===== config.mk =====
export PLATFORM = sky130hd
export DESIGN_NAME = heartbeat_liveness_skip_monitor_unit_flat
export DESIGN_NICKNAME = d
export VERILOG_FILES = /design/src/hdl/hblsm_pkg.sv /design/src/hdl/hblsm_evt_if.sv /design/src/hdl/hblsm_res_if.sv /design/src/hdl/hblsm_cfg.sv /design/src/hdl/hblsm_core.sv /design/src/hdl/heartbeat_liveness_skip_monitor_unit.sv /design/src/flat_wrapper.sv
export SDC_FILE = /design/constraint.sdc
export NUM_CORES = 2
export LEC_CHECK = 0
export ABC_AREA = 1
export BUFFER_PORTS_ARGS = -buffer_cell sky130_fd_sc_hd__clkbuf_2
export CAP_MARGIN = 20
export CORE_ASPECT_RATIO = 1.75
export CORE_MARGIN = 5
export CORE_UTILIZATION = 30
export CTS_CLUSTER_DIAMETER = 200
export DETAILED_ROUTE_END_ITERATION = 16
export MAX_ROUTING_LAYER = met4
export PLACE_DENSITY = 0.46
export SYNTH_ARGS = -nofsm -noshare
export SYNTH_HDL_FRONTEND = slang
export SYNTH_SLANG_ARGS = --single-unit
export TNS_END_PERCENT = 5

===== constraint.sdc =====
create_clock -name clk_i -period 6.1 [get_ports clk_i]
set_clock_uncertainty 0.2 [all_clocks]
set_input_delay 0.305 -clock clk_i [delete_from_list [all_inputs] [get_ports clk_i]]
set_output_delay 0.305 -clock clk_i [all_outputs]
set_load 0.03 [all_outputs]

===== src/hdl/hblsm_pkg.sv =====
// Shared types and constants for the heartbeat liveness and skip monitor.
// No dependencies; hblsm_cfg, hblsm_core and the top level import this package.
package hblsm_pkg;

  localparam int unsigned TimeWidthDef  = 53;
  localparam int unsigned CountWidthDef = 32;
  localparam int unsigned RunWidth      = 8;
  localparam int unsigned PaddrWidth    = 5;
  localparam int unsigned PdataWidth    = 32;

  // Register reset values.
  localparam logic [31:0]         EchoTimeoutRst  = 32'd3000000;
  localparam logic [31:0]         SkipLowRst      = 32'd1000000;
  localparam logic [31:0]         SkipHighRst     = 32'd10000000;
  localparam logic [31:0]         SubTimeoutRst   = 32'd60000000;
  localparam logic [RunWidth-1:0] SkipRunLimitRst = 8'd30;

  typedef enum logic [2:0] {
    FUNC_TICK       = 3'd0,
    FUNC_RESP       = 3'd1,
    FUNC_HB_DONE    = 3'd2,
    FUNC_SUB_CHECK  = 3'd3,
    FUNC_ARM_IGNORE = 3'd4
  } func_e;

  typedef enum logic [2:0] {
    REG_ECHO_TIMEOUT = 3'd0,
    REG_SKIP_LOW     = 3'd1,
    REG_SKIP_HIGH    = 3'd2,
    REG_SUB_TIMEOUT  = 3'd3,
    REG_SKIP_LIMIT   = 3'd4
  } reg_idx_e;

  typedef struct packed {
    logic [31:0]         echo_timeout_us;
    logic [31:0]         skip_low_us;
    logic [31:0]         skip_high_us;
    logic [31:0]         subscribe_timeout_us;
    logic [RunWidth-1:0] skip_run_limit;
  } cfg_t;

  typedef struct packed {
    logic tick_ok;
    logic skipped;
    logic provider_disabled;
    logic notify_ready;
    logic topo_ready_out;
    logic subscribe_timed_out;
    logic map_usable;
  } res_t;

endpackage


===== src/hdl/hblsm_evt_if.sv =====
// Event channel (valid/ready) carrying one heartbeat event per beat.
// Depends on hblsm_pkg for the default time width.
interface hblsm_evt_if #(
  parameter int unsigned TIME_WIDTH = hblsm_pkg::TimeWidthDef
);
  logic                  valid;
  logic                  ready;
  logic [2:0]            func;
  logic [TIME_WIDTH-1:0] now_us;
  logic                  hb_success;
  logic                  send_ok;

  modport source (output valid, func, now_us, hb_success, send_ok, input ready);
  modport sink   (input valid, func, now_us, hb_success, send_ok, output ready);
endinterface


===== src/hdl/hblsm_res_if.sv =====
// Result channel (valid/ready) carrying one result per beat.
// No dependencies.
interface hblsm_res_if;
  logic valid;
  logic ready;
  logic tick_ok;
  logic skipped;
  logic provider_disabled;
  logic notify_ready;
  logic topo_ready_out;
  logic subscribe_timed_out;
  logic map_usable;

  modport source (output valid, tick_ok, skipped, provider_disabled, notify_ready,
                  topo_ready_out, subscribe_timed_out, map_usable, input ready);
  modport sink   (input valid, tick_ok, skipped, provider_disabled, notify_ready,
                  topo_ready_out, subscribe_timed_out, map_usable, output ready);
endinterface


===== src/hdl/hblsm_cfg.sv =====
// APB-style configuration register file for the monitor.
// Depends on hblsm_pkg (cfg_t, register indexes, reset values).
module hblsm_cfg (
  input  logic                               clk_i,
  input  logic                               rst_ni,
  input  logic                               psel,
  input  logic                               penable,
  input  logic                               pwrite,
  input  logic [hblsm_pkg::PaddrWidth-1:0]   paddr,
  input  logic [hblsm_pkg::PdataWidth-1:0]   pwdata,
  output logic [hblsm_pkg::PdataWidth-1:0]   prdata,
  output logic                               pready,
  output hblsm_pkg::cfg_t                    cfg_o
);
  import hblsm_pkg::*;

  cfg_t     cfg_q, cfg_d;
  reg_idx_e idx;
  logic     wr_en;

  assign pready = 1'b1;
  assign idx    = reg_idx_e'(paddr[PaddrWidth-1:2]);
  assign wr_en  = psel & penable & pwrite & pready;

  always_comb begin
    cfg_d = cfg_q;
    if (wr_en) begin
      unique case (idx)
        REG_ECHO_TIMEOUT: cfg_d.echo_timeout_us      = pwdata;
        REG_SKIP_LOW:     cfg_d.skip_low_us          = pwdata;
        REG_SKIP_HIGH:    cfg_d.skip_high_us         = pwdata;
        REG_SUB_TIMEOUT:  cfg_d.subscribe_timeout_us = pwdata;
        REG_SKIP_LIMIT:   cfg_d.skip_run_limit       = pwdata[RunWidth-1:0];
        default: ;
      endcase
    end
  end

  always_comb begin
    unique case (idx)
      REG_ECHO_TIMEOUT: prdata = cfg_q.echo_timeout_us;
      REG_SKIP_LOW:     prdata = cfg_q.skip_low_us;
      REG_SKIP_HIGH:    prdata = cfg_q.skip_high_us;
      REG_SUB_TIMEOUT:  prdata = cfg_q.subscribe_timeout_us;
      REG_SKIP_LIMIT:   prdata = {{(PdataWidth-RunWidth){1'b0}}, cfg_q.skip_run_limit};
      default:          prdata = '0;
    endcase
  end

  always_ff @(posedge clk_i or negedge rst_ni) begin
    if (!rst_ni) begin
      cfg_q.echo_timeout_us      <= EchoTimeoutRst;
      cfg_q.skip_low_us          <= SkipLowRst;
      cfg_q.skip_high_us         <= SkipHighRst;
      cfg_q.subscribe_timeout_us <= SubTimeoutRst;
      cfg_q.skip_run_limit       <= SkipRunLimitRst;
    end else begin
      cfg_q <= cfg_d;
    end
  end

  assign cfg_o = cfg_q;
endmodule


===== src/hdl/hblsm_core.sv =====
// Heartbeat state registers and the single-pass event update logic.
// Depends on hblsm_pkg (func_e, cfg_t, res_t).
module hblsm_core #(
  parameter int unsigned TIME_WIDTH  = hblsm_pkg::TimeWidthDef,
  parameter int unsigned COUNT_WIDTH = hblsm_pkg::CountWidthDef
) (
  input  logic                  clk_i,
  input  logic                  rst_ni,
  input  logic                  fire_i,
  input  logic [2:0]            func_i,
  input  logic [TIME_WIDTH-1:0] now_i,
  input  logic                  hb_success_i,
  input  logic                  send_ok_i,
  input  hblsm_pkg::cfg_t       cfg_i,
  output hblsm_pkg::res_t       res_o
);
  import hblsm_pkg::*;

  typedef logic [TIME_WIDTH-1:0] time_t;

  // true when now - then < bound; time running backwards counts as younger
  function automatic logic younger(time_t now, time_t then, logic [31:0] bound);
    time_t age;
    age = now - then;
    return (now < then) || (age < time_t'(bound));
  endfunction

  time_t                  send_q, send_d, echo_q, echo_d, resp_q, resp_d, first_q, first_d;
  logic [COUNT_WIDTH-1:0] total_q, total_d;
  logic [RunWidth-1:0]    run_q, run_d;
  logic [RunWidth:0]      run_inc;
  logic                   es_q, es_d, tr_q, tr_d, sto_q, sto_d, lco_q, lco_d, ign_q, ign_d;
  logic                   to_fire, skip;
  time_t                  send_mid, resp_age;
  func_e                  func;

  assign func     = func_e'(func_i);
  assign run_inc  = {1'b0, run_q} + 1'b1;
  assign resp_age = now_i - resp_q;

  always_comb begin
    send_d  = send_q;
    echo_d  = echo_q;
    resp_d  = resp_q;
    first_d = first_q;
    total_d = total_q;
    run_d   = run_q;
    es_d    = es_q;
    tr_d    = tr_q;
    sto_d   = sto_q;
    lco_d   = lco_q;
    ign_d   = ign_q;
    res_o   = '0;
    to_fire = 1'b0;
    skip    = 1'b0;
    send_mid = send_q;

    unique case (func)
      FUNC_TICK: begin
        // echo timeout check
        to_fire = (send_q != '0) && !younger(now_i, send_q, cfg_i.echo_timeout_us);
        if (to_fire) begin
          lco_d    = es_q && (echo_q >= send_q);
          send_mid = '0;
        end
        res_o.provider_disabled = to_fire && !lco_d;

        // skip decision
        priority if ((total_q == '0) || !lco_d) begin
          skip = 1'b0;
        end else if (ign_q) begin
          ign_d = 1'b0;
        end else if ((echo_q == '0) || !es_q) begin
          run_d = '0;
        end else if (younger(now_i, echo_q, cfg_i.skip_low_us)) begin
          skip = 1'b1;
        end else if ((resp_q == '0) || younger(now_i, resp_q, cfg_i.skip_low_us) ||
                     (resp_age > time_t'(cfg_i.skip_high_us))) begin
          // counted skip: force one send once the run passes the limit
          if (run_inc > {1'b0, cfg_i.skip_run_limit}) begin
            run_d = '0;
          end else begin
            run_d = run_inc[RunWidth-1:0];
            skip  = 1'b1;
          end
        end else begin
          run_d = '0;
        end

        send_d = send_mid;
        if (skip) begin
          res_o.skipped = 1'b1;
          res_o.tick_ok = 1'b1;
        end else begin
          if (total_q == '0) first_d = now_i;
          if (total_q != '1) total_d = total_q + 1'b1;
          if (send_ok_i) begin
            if (send_mid == '0) send_d = now_i;
            res_o.tick_ok = 1'b1;
          end
        end
      end
      FUNC_RESP: begin
        resp_d = now_i;
      end
      FUNC_HB_DONE: begin
        es_d               = hb_success_i;
        res_o.notify_ready = !tr_q;
        tr_d               = 1'b1;
        sto_d              = 1'b0;
        echo_d             = now_i;
      end
      FUNC_SUB_CHECK: begin
        if (tr_q) begin
          res_o.map_usable = 1'b1;
        end else begin
          if (first_q != '0)
            sto_d = (now_i > first_q) &&
                    ((now_i - first_q) > time_t'(cfg_i.subscribe_timeout_us));
          res_o.map_usable = sto_d;
        end
      end
      FUNC_ARM_IGNORE: begin
        ign_d = 1'b1;
      end
      default: ;
    endcase

    res_o.topo_ready_out      = tr_d;
    res_o.subscribe_timed_out = sto_d;
  end

  always_ff @(posedge clk_i or negedge rst_ni) begin
    if (!rst_ni) begin
      send_q  <= '0;
      echo_q  <= '0;
      resp_q  <= '0;
      first_q <= '0;
      total_q <= '0;
      run_q   <= '0;
      es_q    <= 1'b0;
      tr_q    <= 1'b0;
      sto_q   <= 1'b0;
      lco_q   <= 1'b1;
      ign_q   <= 1'b0;
    end else if (fire_i) begin
      send_q  <= send_d;
      echo_q  <= echo_d;
      resp_q  <= resp_d;
      first_q <= first_d;
      total_q <= total_d;
      run_q   <= run_d;
      es_q    <= es_d;
      tr_q    <= tr_d;
      sto_q   <= sto_d;
      lco_q   <= lco_d;
      ign_q   <= ign_d;
    end
  end
endmodule


===== src/hdl/heartbeat_liveness_skip_monitor_unit.sv =====
// Top level of the heartbeat liveness and skip monitor for one peer host.
// Depends on hblsm_pkg, hblsm_evt_if, hblsm_res_if, hblsm_cfg and hblsm_core.
//
// Usage:
//   evt_i  - event beats (func, now_us, hb_success, send_ok), valid/ready.
//   res_o  - exactly one result beat per event, in event order, valid/ready.
//   APB    - five registers at byte addresses 0,4,8,12,16 (echo timeout, skip low,
//            skip high, subscribe timeout, skip run limit). Write them only while
//            the block holds no event in flight.
// Flow: an event is taken into the input register, runs through the state update
//   logic and lands in the result register once that register is free or draining;
//   res_o.valid then rises and the result waits there until res_o.ready takes it.
// Throughput: one event per cycle while results drain. The heartbeat state is
//   updated in the same cycle that an event moves from the input register to the
//   result register, so back-to-back events see each other's updates with no bubble.
// Stall: when res_o.ready is low the result register holds; an empty input register
//   still takes one more beat, then evt_i.ready drops until the result drains.
// Reset: rst_ni clears the valid flags of both pipeline registers, all heartbeat
//   state (times zero, counts zero, last check ok set), loads register defaults.
module heartbeat_liveness_skip_monitor_unit #(
  parameter int unsigned TIME_WIDTH  = hblsm_pkg::TimeWidthDef,
  parameter int unsigned COUNT_WIDTH = hblsm_pkg::CountWidthDef
) (
  input  logic                             clk_i,
  input  logic                             rst_ni,
  hblsm_evt_if.sink                        evt_i,
  hblsm_res_if.source                      res_o,
  input  logic                             psel,
  input  logic                             penable,
  input  logic                             pwrite,
  input  logic [hblsm_pkg::PaddrWidth-1:0] paddr,
  input  logic [hblsm_pkg::PdataWidth-1:0] pwdata,
  output logic [hblsm_pkg::PdataWidth-1:0] prdata,
  output logic                             pready
);
  import hblsm_pkg::*;

  cfg_t                  cfg;
  res_t                  res_d, res_q;
  logic                  in_vld_q, out_vld_q, fire, in_take;
  logic [2:0]            func_q;
  logic [TIME_WIDTH-1:0] now_q;
  logic                  hb_q, sok_q;

  hblsm_cfg u_cfg (
    .clk_i   (clk_i),
    .rst_ni  (rst_ni),
    .psel    (psel),
    .penable (penable),
    .pwrite  (pwrite),
    .paddr   (paddr),
    .pwdata  (pwdata),
    .prdata  (prdata),
    .pready  (pready),
    .cfg_o   (cfg)
  );

  // Advance the held event whenever the result register is free or draining.
  assign fire        = in_vld_q && (!out_vld_q || res_o.ready);
  assign evt_i.ready = !in_vld_q || fire;
  assign in_take     = evt_i.valid && evt_i.ready;

  always_ff @(posedge clk_i or negedge rst_ni) begin
    if (!rst_ni) begin
      in_vld_q <= 1'b0;
    end else if (evt_i.ready) begin
      in_vld_q <= evt_i.valid;
    end
  end

  // Input payload: no reset needed, qualified by in_vld_q.
  always_ff @(posedge clk_i) begin
    if (in_take) begin
      func_q <= evt_i.func;
      now_q  <= evt_i.now_us;
      hb_q   <= evt_i.hb_success;
      sok_q  <= evt_i.send_ok;
    end
  end

  hblsm_core #(
    .TIME_WIDTH  (TIME_WIDTH),
    .COUNT_WIDTH (COUNT_WIDTH)
  ) u_core (
    .clk_i        (clk_i),
    .rst_ni       (rst_ni),
    .fire_i       (fire),
    .func_i       (func_q),
    .now_i        (now_q),
    .hb_success_i (hb_q),
    .send_ok_i    (sok_q),
    .cfg_i        (cfg),
    .res_o        (res_d)
  );

  always_ff @(posedge clk_i or negedge rst_ni) begin
    if (!rst_ni) begin
      out_vld_q <= 1'b0;
    end else if (fire) begin
      out_vld_q <= 1'b1;
    end else if (res_o.ready) begin
      out_vld_q <= 1'b0;
    end
  end

  // Hold the result while the receiver stalls.
  always_ff @(posedge clk_i) begin
    if (fire) begin
      res_q <= res_d;
    end
  end

  assign res_o.valid               = out_vld_q;
  assign res_o.tick_ok             = res_q.tick_ok;
  assign res_o.skipped             = res_q.skipped;
  assign res_o.provider_disabled   = res_q.provider_disabled;
  assign res_o.notify_ready        = res_q.notify_ready;
  assign res_o.topo_ready_out      = res_q.topo_ready_out;
  assign res_o.subscribe_timed_out = res_q.subscribe_timed_out;
  assign res_o.map_usable          = res_q.map_usable;
endmodule


===== src/flat_wrapper.sv =====
// flat-port wrapper written by rule: the top's interface ports become plain ports
module heartbeat_liveness_skip_monitor_unit_flat import hblsm_pkg::*;
#(
  parameter int unsigned TIME_WIDTH  = hblsm_pkg::TimeWidthDef,
  parameter int unsigned COUNT_WIDTH = hblsm_pkg::CountWidthDef
)
  (clk_i, rst_ni, psel, penable, pwrite, paddr, pwdata, prdata, pready, evt_i_valid, evt_i_func, evt_i_now_us, evt_i_hb_success, evt_i_send_ok, evt_i_ready, res_o_valid, res_o_tick_ok, res_o_skipped, res_o_provider_disabled, res_o_notify_ready, res_o_topo_ready_out, res_o_subscribe_timed_out, res_o_map_usable, res_o_ready);
  hblsm_evt_if #(.TIME_WIDTH(TIME_WIDTH)) evt_i_i ();
  hblsm_res_if res_o_i ();
  input  logic clk_i;
  input  logic rst_ni;
  input  logic psel;
  input  logic penable;
  input  logic pwrite;
  input  logic [hblsm_pkg::PaddrWidth-1:0] paddr;
  input  logic [hblsm_pkg::PdataWidth-1:0] pwdata;
  output logic [hblsm_pkg::PdataWidth-1:0] prdata;
  output logic pready;
  input wire logic [$bits(evt_i_i.valid)-1:0] evt_i_valid;
  input wire logic [$bits(evt_i_i.func)-1:0] evt_i_func;
  input wire logic [$bits(evt_i_i.now_us)-1:0] evt_i_now_us;
  input wire logic [$bits(evt_i_i.hb_success)-1:0] evt_i_hb_success;
  input wire logic [$bits(evt_i_i.send_ok)-1:0] evt_i_send_ok;
  output wire logic [$bits(evt_i_i.ready)-1:0] evt_i_ready;
  output wire logic [$bits(res_o_i.valid)-1:0] res_o_valid;
  output wire logic [$bits(res_o_i.tick_ok)-1:0] res_o_tick_ok;
  output wire logic [$bits(res_o_i.skipped)-1:0] res_o_skipped;
  output wire logic [$bits(res_o_i.provider_disabled)-1:0] res_o_provider_disabled;
  output wire logic [$bits(res_o_i.notify_ready)-1:0] res_o_notify_ready;
  output wire logic [$bits(res_o_i.topo_ready_out)-1:0] res_o_topo_ready_out;
  output wire logic [$bits(res_o_i.subscribe_timed_out)-1:0] res_o_subscribe_timed_out;
  output wire logic [$bits(res_o_i.map_usable)-1:0] res_o_map_usable;
  input wire logic [$bits(res_o_i.ready)-1:0] res_o_ready;
  assign evt_i_i.valid = evt_i_valid;
  assign evt_i_i.func = evt_i_func;
  assign evt_i_i.now_us = evt_i_now_us;
  assign evt_i_i.hb_success = evt_i_hb_success;
  assign evt_i_i.send_ok = evt_i_send_ok;
  assign evt_i_ready = evt_i_i.ready;
  assign res_o_valid = res_o_i.valid;
  assign res_o_tick_ok = res_o_i.tick_ok;
  assign res_o_skipped = res_o_i.skipped;
  assign res_o_provider_disabled = res_o_i.provider_disabled;
  assign res_o_notify_ready = res_o_i.notify_ready;
  assign res_o_topo_ready_out = res_o_i.topo_ready_out;
  assign res_o_subscribe_timed_out = res_o_i.subscribe_timed_out;
  assign res_o_map_usable = res_o_i.map_usable;
  assign res_o_i.ready = res_o_ready;
  heartbeat_liveness_skip_monitor_unit #(.TIME_WIDTH(TIME_WIDTH), .COUNT_WIDTH(COUNT_WIDTH)) u_core (.clk_i(clk_i), .rst_ni(rst_ni), .evt_i(evt_i_i), .res_o(res_o_i), .psel(psel), .penable(penable), .pwrite(pwrite), .paddr(paddr), .pwdata(pwdata), .prdata(prdata), .pready(pready));
endmodule

==> reports/metrics.cfg <==
[logic_synthesis]
syn_avg_cell_area_um2 = 6.46
ys.flop_type = dfrtp_1
synth_edf_count = 65
synthTopCellsByCount = nand2_1 (2052), inv_1 (1212), nor2_1 (512)
synth_top_area_cell = dfrtp_1
synth-seq-cells = 460
syn_area_um2 = 43000
ys_async_sr_fraction_pct = 85.9
yosysMostFrequentCell = nand2_1
syn-num-nets = 7204
yosysTopAreaCellShare_pct = 20.6
ys_warn_count = 0
yosysSeqAreaShare_pct = 27.6
synth.distinct_cells = 65
ys_top_cells_by_area = dfrtp_1 (21%), nand2_1 (18%), ha_1 (13%), inv_1 (11%), o21ai_0 (5.6%)
synth_cells = 6665

[floorplanning]
row_count = 184
die-area_um2 = 151000
die_h_um = 511
initial_core_util_pct = 30.1
coreArea_um2 = 143000
die-width_um = 296
ioPinCount = 144

[run_status]
outcome = finished clean

[setup_path]
crit_type = reg2reg
r2r_cells = 32
worstSetupEndpointType = flop
crit_path_start_kind = flop
crit_arrival_ps = 6300
worstPathMaxFanout = 7
crit_top_cell = nand2_1
worst_path_max_delay_cell = xor2_1
cp.required_ps = 6420
cpPeakStageDelay_ps = 490

[timing]
period_needed_ps = 5980
setup_violations = 0
hold_viol_final = 0
rsz0062_at_grt = false
slew_headroom_pct = 19.9
fmax_ghz = 0.167
setup_ws_ps = 119
min_period_over_period_pct = 98.1
tightest_slew_ps = 1190
slew_viol_final = 0

[detailed_routing]
drc = 0
ant_nets = 0
drt_iter0_drc = 3258
wl_per_cell_um = 26.4
wl_um = 244000
num_vias = 46700
firstDrtPassIters = 5
viasPerCell = 5.07

[grt]
grt_overflow = 0
grt_usage_pct = 32.1
antenna_found_initial = 13
grt_pass1_vias = 46600
grt_max_degree = 152
grt_pass1_wl_um = 336000

[finish]
num-fill-cells = 16000
area_growth_pct = 21.4
drive_above_1_share_pct = 11.1
finalInstanceArea_um2 = 52300
final-instance-count-excl-fill = 9218
utilization_pct = 36.5
fin_nets = 7841

[power]
pwr-share-clk_pct = 14.4
p_comb_share_pct = 66.1
p_int_uw = 11400
ir_worst_vdd_mv = 0.251
seqPwrFrac_pct = 19.5
power_density_nw_per_um2 = 463
power.leakage_uw = 0.0268
p_sw_uw = 12800
power_switching_share_pct = 52.9

[clock_tree]
htree_levels = 2
clk_path_buf_depth = 3
clk_pin_slew_worst_paths_ps = 70
cts.sinks = 460
numCtsBuffers = 52
cts_root_buf = clkbuf_16
clk_latency_ps = 690
cts_tree = done

[place]
port_buffers = 140
post-dp-hpwl_um = 211000
gp_congestion = 1.10
dp_slack_ps = -309
place_inst = 9007
place_area_um2 = 49200

[run]
max_cap_viol_count = 0

[min_path]
min_path_cells = 2
min_path_type = in2reg

[critical path: cells and delay by family, from the launching register on]
family,cells,cell delay [ps]
simple gates,15,2030
buf+inv,8,1150
fa+ha+maj,3,890
compound gates,5,710
xor+xnor,1,490
flops,1,340
[final timing paths]
check                            startpoint                       end  slack, ps
setup / recovery            u_core.now_q[0]    u_core.u_core.run_q[1]        120
hold / removal             evt_i_now_us[21]          u_core.now_q[21]        140
setup reg to reg            u_core.now_q[0]    u_core.u_core.run_q[1]        120
hold reg to reg                 u_core.hb_q        u_core.u_core.es_q        280
max in group asynchronous            rst_ni  u_core.u_core.send_q[40]       3700
min in group asynchronous            rst_ni        u_core.u_core.es_q        510
[what timing repair did]
action / 4_1_cts / 5_1_grt
hold buffers: 97 / 0
hold endpoints to repair: 252 / 0
setup endpoints to repair: 88 / 94
gates resized for setup: 6 / 23
pin swaps: 1 / 2
buffers inserted: 1 / 2
[registers in the layout (all words and copies together) (netlist names), 3 cells and up]
signal and flops:
u_core.u_cfg.cfg_o 136, u_core.u_core.run_q 8, u_core.func_q 3, u_core.u_core.echo_q 53, u_core.u_core.first_q 53, u_core.now_q 53
u_core.u_core.send_q 53, u_core.u_core.total_q 32, u_core.u_core.resp_q 53
[kinds of logic (layout without fill, tap and decap cells)]
logic type,after synthesis,in the layout,synth area share (%)
xor gates and xnor gates,171,171,3.48
DFF,460,460,27.6
and+or+nand+nor,3236,3236,31.3
buffers and inverters,1329,2010,11.8
other,1,13,0.00871
muxes,1,1,0.0262
AOI/OAI and AO/OA,1030,1030,13.0
adders and majority gates,437,437,12.8
[power groups by stage]
| stage | Combinational [uW] | Sequential, uW | Clock [uW] |
|---|---|---|---|
| finish | 16000 | 4720 | 3490 |
| global route | 17400 | 4750 | 3660 |
| CTS | 15800 | 4680 | 3570 |
| detailed placement | 15600 | 4730 | 0 |
| global placement | 15500 | 4720 | 0 |
| floorplan | 8460 | 4340 | 0 |
[through the flow]
stage	TNS [ps]	hold WS, ps	power (uW)
after floorplan	0	-191	12800
after global placement	-7930	87.8	20200
after detailed placement	-5830	101	20400
after CTS	0	102	24000
after global routing	0	134	25900
final	0	138	24200
[final cells by class]
| type | count | area [um2] | area share, % |
|---|---|---|---|
| repair buffers | 696 | 5380 | 10.3 |
| inverters | 1216 | 4560 | 8.73 |
| multi-input cells | 4876 | 26200 | 50.2 |
| flip-flops and latches | 460 | 11900 | 22.7 |
| well taps | 1860 | 2330 | 4.45 |
| clock buffers | 76 | 1600 | 3.07 |
| diodes | 12 | 30.0 | 0.0574 |
| clock inverters | 22 | 255 | 0.488 |
[layout by cell type (no fill, tap or decap), types with 52 or more instances in the layout]
master | Yosys | routed
xor2_1 | 119 | 116
nand2_1 | 2052 | 2044
nand4_1 | 118 | 118
o21ai_0 | 478 | 477
nand3_1 | 317 | 313
clkbuf_2 | 0 | 139
nor4_1 | 60 | 59
dlygate4sd3_1 | 0 | 97
dfrtp_1 | 355 | 355
a21oi_1 | 355 | 353
edfxtp_1 | 65 | 65
ha_1 | 433 | 432
nor3_1 | 92 | 91
clkbuf_16 | 0 | 58
nor2_1 | 512 | 507
buf_4 | 8 | 439
xnor2_1 | 52 | 52
inv_1 | 1212 | 1210
[routing by layer]
metal	vias to the layer above	global-route usage [%]	part of all wire [%]
met4	0	32.5	14
met3	751	3.95	4.0
met1	21800	29.7	33
met5	-	-	0
li1	22600	-	-
met2	1511	55.3	49
Power figures use the tool's default switching activity.
